$ cat config.mk
export PLATFORM = sky130hd
export DESIGN_NAME = pfvs_prep
export DESIGN_NICKNAME = d
export VERILOG_FILES = /design/src/hdl/pfvs_pkg.sv /design/src/hdl/pfvs_prep.sv
export SDC_FILE = /design/constraint.sdc
export NUM_CORES = 2
export LEC_CHECK = 0
export ABC_AREA = 0
export CAP_MARGIN = 20
export CORE_UTILIZATION = 55
export CTS_CLUSTER_DIAMETER = 40
export DETAILED_ROUTE_END_ITERATION = 8
export DONT_BUFFER_PORTS = 1
export PLACE_DENSITY = 0.74
export REMOVE_ABC_BUFFERS = 1
export SLEW_MARGIN = 20
export SYNTH_ARGS = -nofsm -noshare
export SYNTH_HDL_FRONTEND = slang
export SYNTH_SLANG_ARGS = --single-unit
$ cat constraint.sdc
create_clock -name clk -period 11 [get_ports clk]
set_input_delay 2.2 -clock clk [delete_from_list [all_inputs] [get_ports clk]]
set_output_delay 2.2 -clock clk [all_outputs]
set_load 0.01 [all_outputs]
$ cat src/hdl/pfvs_pkg.sv
// ----------------------------------------------------------------------------
// pfvs_pkg
// shared types, constants and the arctangent table for the polar force
// vector sum pipeline
// ----------------------------------------------------------------------------
package pfvs_pkg;

    // default number of micro-rotations in each cordic pass
    localparam int CORDIC_STAGES_DEF = 24;

    // component and angle widths inside the cordic passes
    localparam int CW = 46;
    localparam int ZW = 34;

    localparam logic [16:0] FULL_BEARING = 17'd92160;
    localparam logic [16:0] BRG_90       = 17'd23040;
    localparam logic [16:0] BRG_180      = 17'd46080;
    localparam logic [16:0] BRG_270      = 17'd69120;
    localparam logic [31:0] INV_K        = 32'd2608131496;
    localparam logic [32:0] MAG_MAX      = 33'd8589934590;

    // reciprocals of 45 used for the bearing to binary angle conversion
    localparam logic [17:0] RECIP45_B = 18'd186414;
    localparam logic [27:0] RECIP45_R = 28'd190887436;

    typedef logic signed [CW-1:0] comp_t;
    typedef logic signed [ZW-1:0] rot_angle_t;

    // special-case result carried alongside the vectoring pass
    typedef struct packed {
        logic        spec;
        logic [32:0] mag;
        logic [16:0] brg;
    } pfvs_side_t;

    // round(atan(2^-i) * 2^32 / 360), zero beyond index 30
    function automatic logic [31:0] atan_entry(input int unsigned idx);
        logic [31:0] val;
        case (idx)
            0:  val = 32'd536870912;
            1:  val = 32'd316933406;
            2:  val = 32'd167458907;
            3:  val = 32'd85004756;
            4:  val = 32'd42667331;
            5:  val = 32'd21354465;
            6:  val = 32'd10679838;
            7:  val = 32'd5340245;
            8:  val = 32'd2670163;
            9:  val = 32'd1335087;
            10: val = 32'd667544;
            11: val = 32'd333772;
            12: val = 32'd166886;
            13: val = 32'd83443;
            14: val = 32'd41722;
            15: val = 32'd20861;
            16: val = 32'd10430;
            17: val = 32'd5215;
            18: val = 32'd2608;
            19: val = 32'd1304;
            20: val = 32'd652;
            21: val = 32'd326;
            22: val = 32'd163;
            23: val = 32'd81;
            24: val = 32'd41;
            25: val = 32'd20;
            26: val = 32'd10;
            27: val = 32'd5;
            28: val = 32'd3;
            29: val = 32'd1;
            30: val = 32'd1;
            default: val = 32'd0;
        endcase
        return val;
    endfunction

endpackage

$ cat src/hdl/pfvs_prep.sv
// ----------------------------------------------------------------------------
// pfvs_prep
// turns one magnitude and bearing into the start vector and residual angle
// of the rotation pass, over five register stages
// ----------------------------------------------------------------------------
module pfvs_prep
    import pfvs_pkg::*;
(
    input  logic        clk,
    input  logic        rst_n,
    input  logic        en,
    input  logic        in_valid,
    input  logic [31:0] mag,
    input  logic [16:0] brg,
    output logic        out_valid,
    output comp_t       x_start,
    output rot_angle_t  z_start
);

    logic [16:0] brg_wrap;
    logic        a_valid_reg;
    logic [31:0] a_mag_reg;
    logic [16:0] a_brg_reg;
    logic [63:0] prod_m;
    logic [64:0] x_round;
    logic [34:0] prod_b;
    logic        b_valid_reg;
    logic [39:0] b_x_reg;
    logic [10:0] b_q_reg;
    logic [16:0] b_brg_reg;
    logic [16:0] rem_full;
    logic        c_valid_reg;
    logic [39:0] c_x_reg;
    logic [10:0] c_q_reg;
    logic [5:0]  c_r_reg;
    logic [26:0] num_r;
    logic [54:0] prod_r;
    logic        d_valid_reg;
    logic [39:0] d_x_reg;
    logic [31:0] d_a_reg;
    comp_t       x_pos;
    comp_t       x_next;
    rot_angle_t  z_next;
    logic        e_valid_reg;
    comp_t       e_x_reg;
    rot_angle_t  e_z_reg;

    // bring an out of range bearing back into one turn
    always_comb
    begin
        brg_wrap = (brg >= FULL_BEARING) ? brg - FULL_BEARING : brg;
    end

    // valid bits through the five stages
    always_ff @(posedge clk or negedge rst_n)
    begin
        if (!rst_n)
        begin
            a_valid_reg <= 1'b0;
            b_valid_reg <= 1'b0;
            c_valid_reg <= 1'b0;
            d_valid_reg <= 1'b0;
            e_valid_reg <= 1'b0;
        end
        else if (en)
        begin
            a_valid_reg <= in_valid;
            b_valid_reg <= a_valid_reg;
            c_valid_reg <= b_valid_reg;
            d_valid_reg <= c_valid_reg;
            e_valid_reg <= d_valid_reg;
        end
    end

    // prescale by the inverse gain and divide the bearing by 45
    always_comb
    begin
        prod_m  = {32'd0, a_mag_reg} * {32'd0, INV_K};
        x_round = {1'b0, prod_m} + 65'd8388608;
        prod_b  = {18'd0, a_brg_reg} * {17'd0, RECIP45_B};
    end

    // remainder of the bearing after the quotient by 45
    always_comb
    begin
        rem_full = b_brg_reg - 17'({6'd0, b_q_reg} * 17'd45);
    end

    // remainder part of the binary angle, rounded
    always_comb
    begin
        num_r  = {c_r_reg, 21'd0} + 27'd22;
        prod_r = {28'd0, num_r} * {27'd0, RECIP45_R};
    end

    // quadrant fold of the start vector and angle
    always_comb
    begin
        x_pos = {{(CW-40){1'b0}}, d_x_reg};
        case (d_a_reg[31:30])
            2'd0:
            begin
                x_next = x_pos;
                z_next = {2'b00, d_a_reg};
            end
            2'd3:
            begin
                x_next = x_pos;
                z_next = {2'b11, d_a_reg};
            end
            default:
            begin
                x_next = -x_pos;
                z_next = {2'b00, d_a_reg} - 34'sd2147483648;
            end
        endcase
    end

    // payload registers
    always_ff @(posedge clk)
    begin
        if (en)
        begin
            a_mag_reg <= mag;
            a_brg_reg <= brg_wrap;
            b_x_reg   <= x_round[63:24];
            b_q_reg   <= prod_b[33:23];
            b_brg_reg <= a_brg_reg;
            c_x_reg   <= b_x_reg;
            c_q_reg   <= b_q_reg;
            c_r_reg   <= rem_full[5:0];
            d_x_reg   <= c_x_reg;
            d_a_reg   <= {c_q_reg, prod_r[53:33]};
            e_x_reg   <= x_next;
            e_z_reg   <= z_next;
        end
    end

    assign out_valid = e_valid_reg;
    assign x_start   = e_x_reg;
    assign z_start   = e_z_reg;

endmodule

; Word level (Yosys, flattened, before mapping)
; Cells that the tools add are included.
[totals]
register_bits = 320
in_bits = 53
out_inout_bits = 81
[classes]
n_addsub = 6
n_mul = 4
magnitude_cmp = 1
n_eq_ne = 1
muxes = 3
n_reduce_logical = 2
[ops]
columns = cell, n
row1 = $pmux 34 s2, 1
row2 = $add 64x24->64 const B, 1
row3 = $mul 32x29->61 const B, 1
row4 = $mul 27x26->52 const B, 1
row5 = $neg 40->46, 1
row6 = $mux 40, 1
row7 = $mul 17x17->33 const B, 1
row8 = $sub 32x32->33 const B, 1
row9 = $add 27x5->27 const B, 1
row10 = $ge 17x17->1 const B, 1
row11 = $mux 17, 1
row12 = $sub 17x17->17 const B, 1
row13 = $mul 11x6->6 const B, 1
row14 = $sub 6x6->6, 1
row15 = $eq 2x2->1 const B, 1
row16 = $logic_not 2->1, 1
row17 = $reduce_or 2->1, 1

; Longest topological paths before layout
[depth]
ltp_word = 3
mapped_depth = 30
depth_no_buf = 29

; Worst setup path after synthesis
; Ideal clock, no wire load.
[synth_path]
path_type = register -> register
start = register a_mag_reg[8]
end = register b_x_reg[36], data pin
setup_ns = 0.259
arrival_time_ns = 8.349
t_required_ns = 10.741
path_slack_ns = 2.392
path_stages_with_launch = 30
n_path_buf = 2
path_cell_list = edfxtp_1 -> inv_1 -> fa_1 -> fa_1 -> inv_1 -> fa_1 -> inv_1 -> fa_1 -> inv_1 -> fa_1 -> fa_1 -> fa_1 -> inv_1 -> fa_1 -> inv_1 -> ha_1 -> buf_2 -> and4_1 -> and3_1 -> a222oi_1 -> nand2b_1 -> o2111a_1 -> a211oi_2 -> or4b_1 -> or3_1 -> buf_6 -> nor3b_2 -> a31oi_1 -> a311o_1 -> xor2_1
[synth_via]
elab_chain_len = 2
[synth_rtl]
columns = element, line
row1 = "start, declared", pfvs_prep.sv:22  ; logic [31:0] a_mag_reg;
row2 = "start signal, assigned", pfvs_prep.sv:124  ; a_mag_reg <= mag;
row3 = $mul 32x29->61, pfvs_prep.sv:78  ; prod_m = {32'd0, a_mag_reg} * {32'd0, INV_K};
row4 = $add 64x24->64, pfvs_prep.sv:79  ; x_round = {1'b0, prod_m} + 65'd8388608;
row5 = named net x_round[60], pfvs_prep.sv:25  ; logic [64:0] x_round;
row6 = "end signal, assigned", pfvs_prep.sv:126  ; b_x_reg <= x_round[63:24];
row7 = "end, declared", pfvs_prep.sv:28  ; logic [39:0] b_x_reg;
; The timed path passes the listed nets, and every way through them passes these cells.
; A chain may end at the register's enable or synchronous reset.

; Worst setup path in the final report
[layout_path]
start = register a_mag_reg[11]
end = register b_x_reg[36], data pin
; Same word-level chain as after synthesis.

==> results by group <==
Finish
  • Fillers: 5425
  • Layout cells sized above 1: 3.46%
  • Most common cell after layout, fill and taps aside: inv_1
  • Leading cell types in the layout, fill and taps excluded: 860 x inv_1, 617 x ha_1, 564 x fa_1
  • Area growth syn-to-layout: 7.16%
  • Nets: 4570
  • Final Cell Area: 40500 um^2
  • Max FFs per register: 46

Yosys
  • Syn_area_per_cell: 11.4 um^2
  • Synth Instances: 3317
  • Async SR Flop Fraction: 1.57%
  • Synth Warn #: 0
  • Sequential cell area fraction in the yosys report: 25.2%
  • Mapped Area: 37800 um^2
  • Post-synth EDFFs: 313
  • FF+latch count, synth: 318
  • Top FF cell, synth: edfxtp_1
  • Synth cell types: 82

Critical path
  • Startpoint types: flip-flop
  • Worst Setup End Kind: flip-flop
  • Critical path class: reg2reg
  • Setup crit start: a_mag_reg[11]
  • Setup crit end: b_x_reg[36]
  • Worst endpoint required time: 11.33 ns
  • Arr. time, crit path: 9.74 ns
  • Reg2reg start: a_mag_reg[11]
  • Worst-path maximum fanout: 9
  • R2R cell count: 25
  • Critical R2R Capture: b_x_reg[36]
  • Setup slack, reg-to-reg: 1.59 ns

Global routing
  • First-pass GRT wire length: 128 mm
  • Global Route Usage Sum: 23.8%
  • Largest net degree at the start of global routing: 319
  • Initial antenna violation count: 6
  • GRT Residual Overflow: 0
  • Vias in the first global route: 23700

Timing
  • Clk_skew: 0.0252 ns
  • Slew @ Worst Pin: 0.814 ns
  • Final period utilization: 85.5%
  • Worst slew margin: 45.2%
  • Final Max Tran Viols: 0
  • Period minus WS final: 9.41 ns
  • FMAX: 0.106 GHz
  • RSZ-0062 raised after global routing: no
  • Fin. Hold Viols: 0
  • Setup Viol. Count Final: 0
  • TNS Setup: 0 ns

Placement
  • Number of buffers added on ports: 0
  • Post-DP Area: 38800 um^2
  • DPL Wire Length: 67.7 mm
  • GP Congestion: 1.02

Clock network
  • Reg clk slew, reported paths: 0.05 ns
  • CTS buffer count: 51
  • Clk sinks: 318
  • Clock Path Buffers: 3
  • H-tree depth: 2
  • CTS tree: done
  • Worst skew pair latency: 0.59 ns
  • Setup Buffers After CTS: 0
  • CTS Hold Bufs: 0
  • CTS-repair resized insts: 0
  • Root Buffer: clkbuf_16

Routing
  • Detailed Routing Iterations Pass 1: 5
  • WL final: 79.8 mm
  • DR WL/cell: 18.7 um
  • Vias per Instance: 5.37
  • # DRC: 0
  • Initial DRC Count: 1669
  • Antenna Nets Post-Route: 0
  • Vias post-DR: 22800

Floorplan
  • Ports: 134
  • Starting density of the core: 55.9%
  • Row count: 95
  • Core area: 67600 um^2
  • Die ar.: 69800 um^2
  • Overall die width: 264 um
  • Vert. Die Dim: 264 um

Outcome
  • Status: finished clean

Hold path
  • Hold Path Class: reg2reg

Flow run
  • Max-cap violations: 0
==> cells by family (layout without fill, tap and decap cells) <==
group	count (synthesis)	in the layout	share of synthesized area (%)
fa+ha+maj	1181	1181	50.3
mux	11	11	0.314
simple gates	425	425	5.86
xor+xnor	158	158	3.66
buf+inv	897	957	8.97
other cells	0	4	0
compound gates	327	327	5.76
flops	318	318	25.2
==> final cells by class <==
cell class / count / area (um^2) / share of cell area [%]
diodes: 4 / 10.0 / 0.0247
clock buffers: 54 / 1290 / 3.18
clock inverters: 40 / 462 / 1.14
inverters: 861 / 3230 / 7.97
multi-input cells: 2102 / 24900 / 61.5
flip-flops and latches: 318 / 9520 / 23.5
well taps: 873 / 1090 / 2.70
repair buffers: 2 / 15.0 / 0.0370
==> metal layers <==
metal,vias up,wire (um),part of all wire (%),global-route usage [%]
li1,10900,-,-,-
met1,11100,36000,45,33.8
met2,703,35500,45,36.4
met3,125,6240,7.8,5.84
met4,0,2000,2.5,6.63
met5,-,0,0,0
==> through the flow <==
step	cells	utilization, %	setup WS [ns]	hold WS (ns)
after global placement	4156	57.3	1.75	0.401
final	4254	59.9	1.59	0.404
after floorplan	3281	-	2.39	0.400
after CTS	4250	59.9	1.62	0.398
after detailed placement	4156	57.3	1.63	0.405
after global routing	4253	59.9	1.11	0.400
==> worst min path at each step <==
stage / slack, ns / from / end / cells past startpoint
2_1_floorplan: 0.40 / b_q_reg[10] / c_q_reg[10] / 0
3_3_place_gp: 0.40 / b_x_reg[21] / c_x_reg[21] / 0
3_5_place_dp: 0.40 / b_x_reg[13] / c_x_reg[13] / 0
4_1_cts: 0.40 / c_q_reg[6] / d_a_reg[27] / 0
5_1_grt: 0.40 / c_q_reg[6] / d_a_reg[27] / 0
6_report: 0.40 / c_q_reg[6] / d_a_reg[27] / 0
==> Yosys cell counts (4+ instances only) <==
cell | n | area share, %
nor2b_1 | 13 | 0.22
mux2_2 | 7 | 0.21
o31a_1 | 4 | 0.093
nand2b_1 | 11 | 0.18
nor3_1 | 36 | 0.48
xnor2_1 | 112 | 2.6
nand4_1 | 28 | 0.46
o2111ai_1 | 4 | 0.093
dfrtp_1 | 5 | 0.33
o21ai_0 | 63 | 0.83
nor3b_1 | 6 | 0.12
clkbuf_1 | 25 | 0.25
edfxtp_1 | 313 | 25
inv_1 | 860 | 8.5
o211a_1 | 4 | 0.11
o21a_1 | 17 | 0.34
o21bai_1 | 13 | 0.26
mux2i_1 | 4 | 0.11
and3_1 | 19 | 0.31
nor2_1 | 91 | 0.90
nand3_1 | 28 | 0.37
a21oi_1 | 79 | 1.0
a31oi_1 | 12 | 0.20
a21o_1 | 31 | 0.62
a211oi_1 | 14 | 0.28
o21ai_1 | 7 | 0.093
or4_1 | 5 | 0.099
or3_1 | 25 | 0.41
ha_1 | 617 | 20
a311oi_1 | 4 | 0.093
and4_1 | 10 | 0.23
nand2_1 | 105 | 1.0
fa_1 | 564 | 30
a211o_1 | 4 | 0.093
o31ai_1 | 17 | 0.34
buf_2 | 7 | 0.093
xor2_1 | 46 | 1.1
o211ai_1 | 13 | 0.26
nor4_1 | 15 | 0.25
a311o_1 | 4 | 0.11
and2_1 | 12 | 0.20
==> critical path: stages (launching register included) <==
cell,delay [ns]
edfxtp_1,0.77
inv_1,0.31
fa_1,0.52
fa_1,0.51
inv_1,0.05
fa_1,0.52
fa_1,0.44
fa_1,0.51
fa_1,0.51
fa_1,0.54
inv_1,0.05
fa_1,0.49
inv_1,0.04
ha_1,0.41
and3_1,0.25
and3_1,0.16
a222oi_1,0.41
nand2b_1,0.20
o2111a_1,0.29
a211oi_2,0.24
or4b_1,0.48
or3_1,0.51
nor3b_2,0.35
a31oi_1,0.14
a311o_1,0.29
xor2_1,0.15
Power is left out: the tool's default activity adds up to more than one toggle a clock period on the data nets, which glitch-free logic cannot reach.
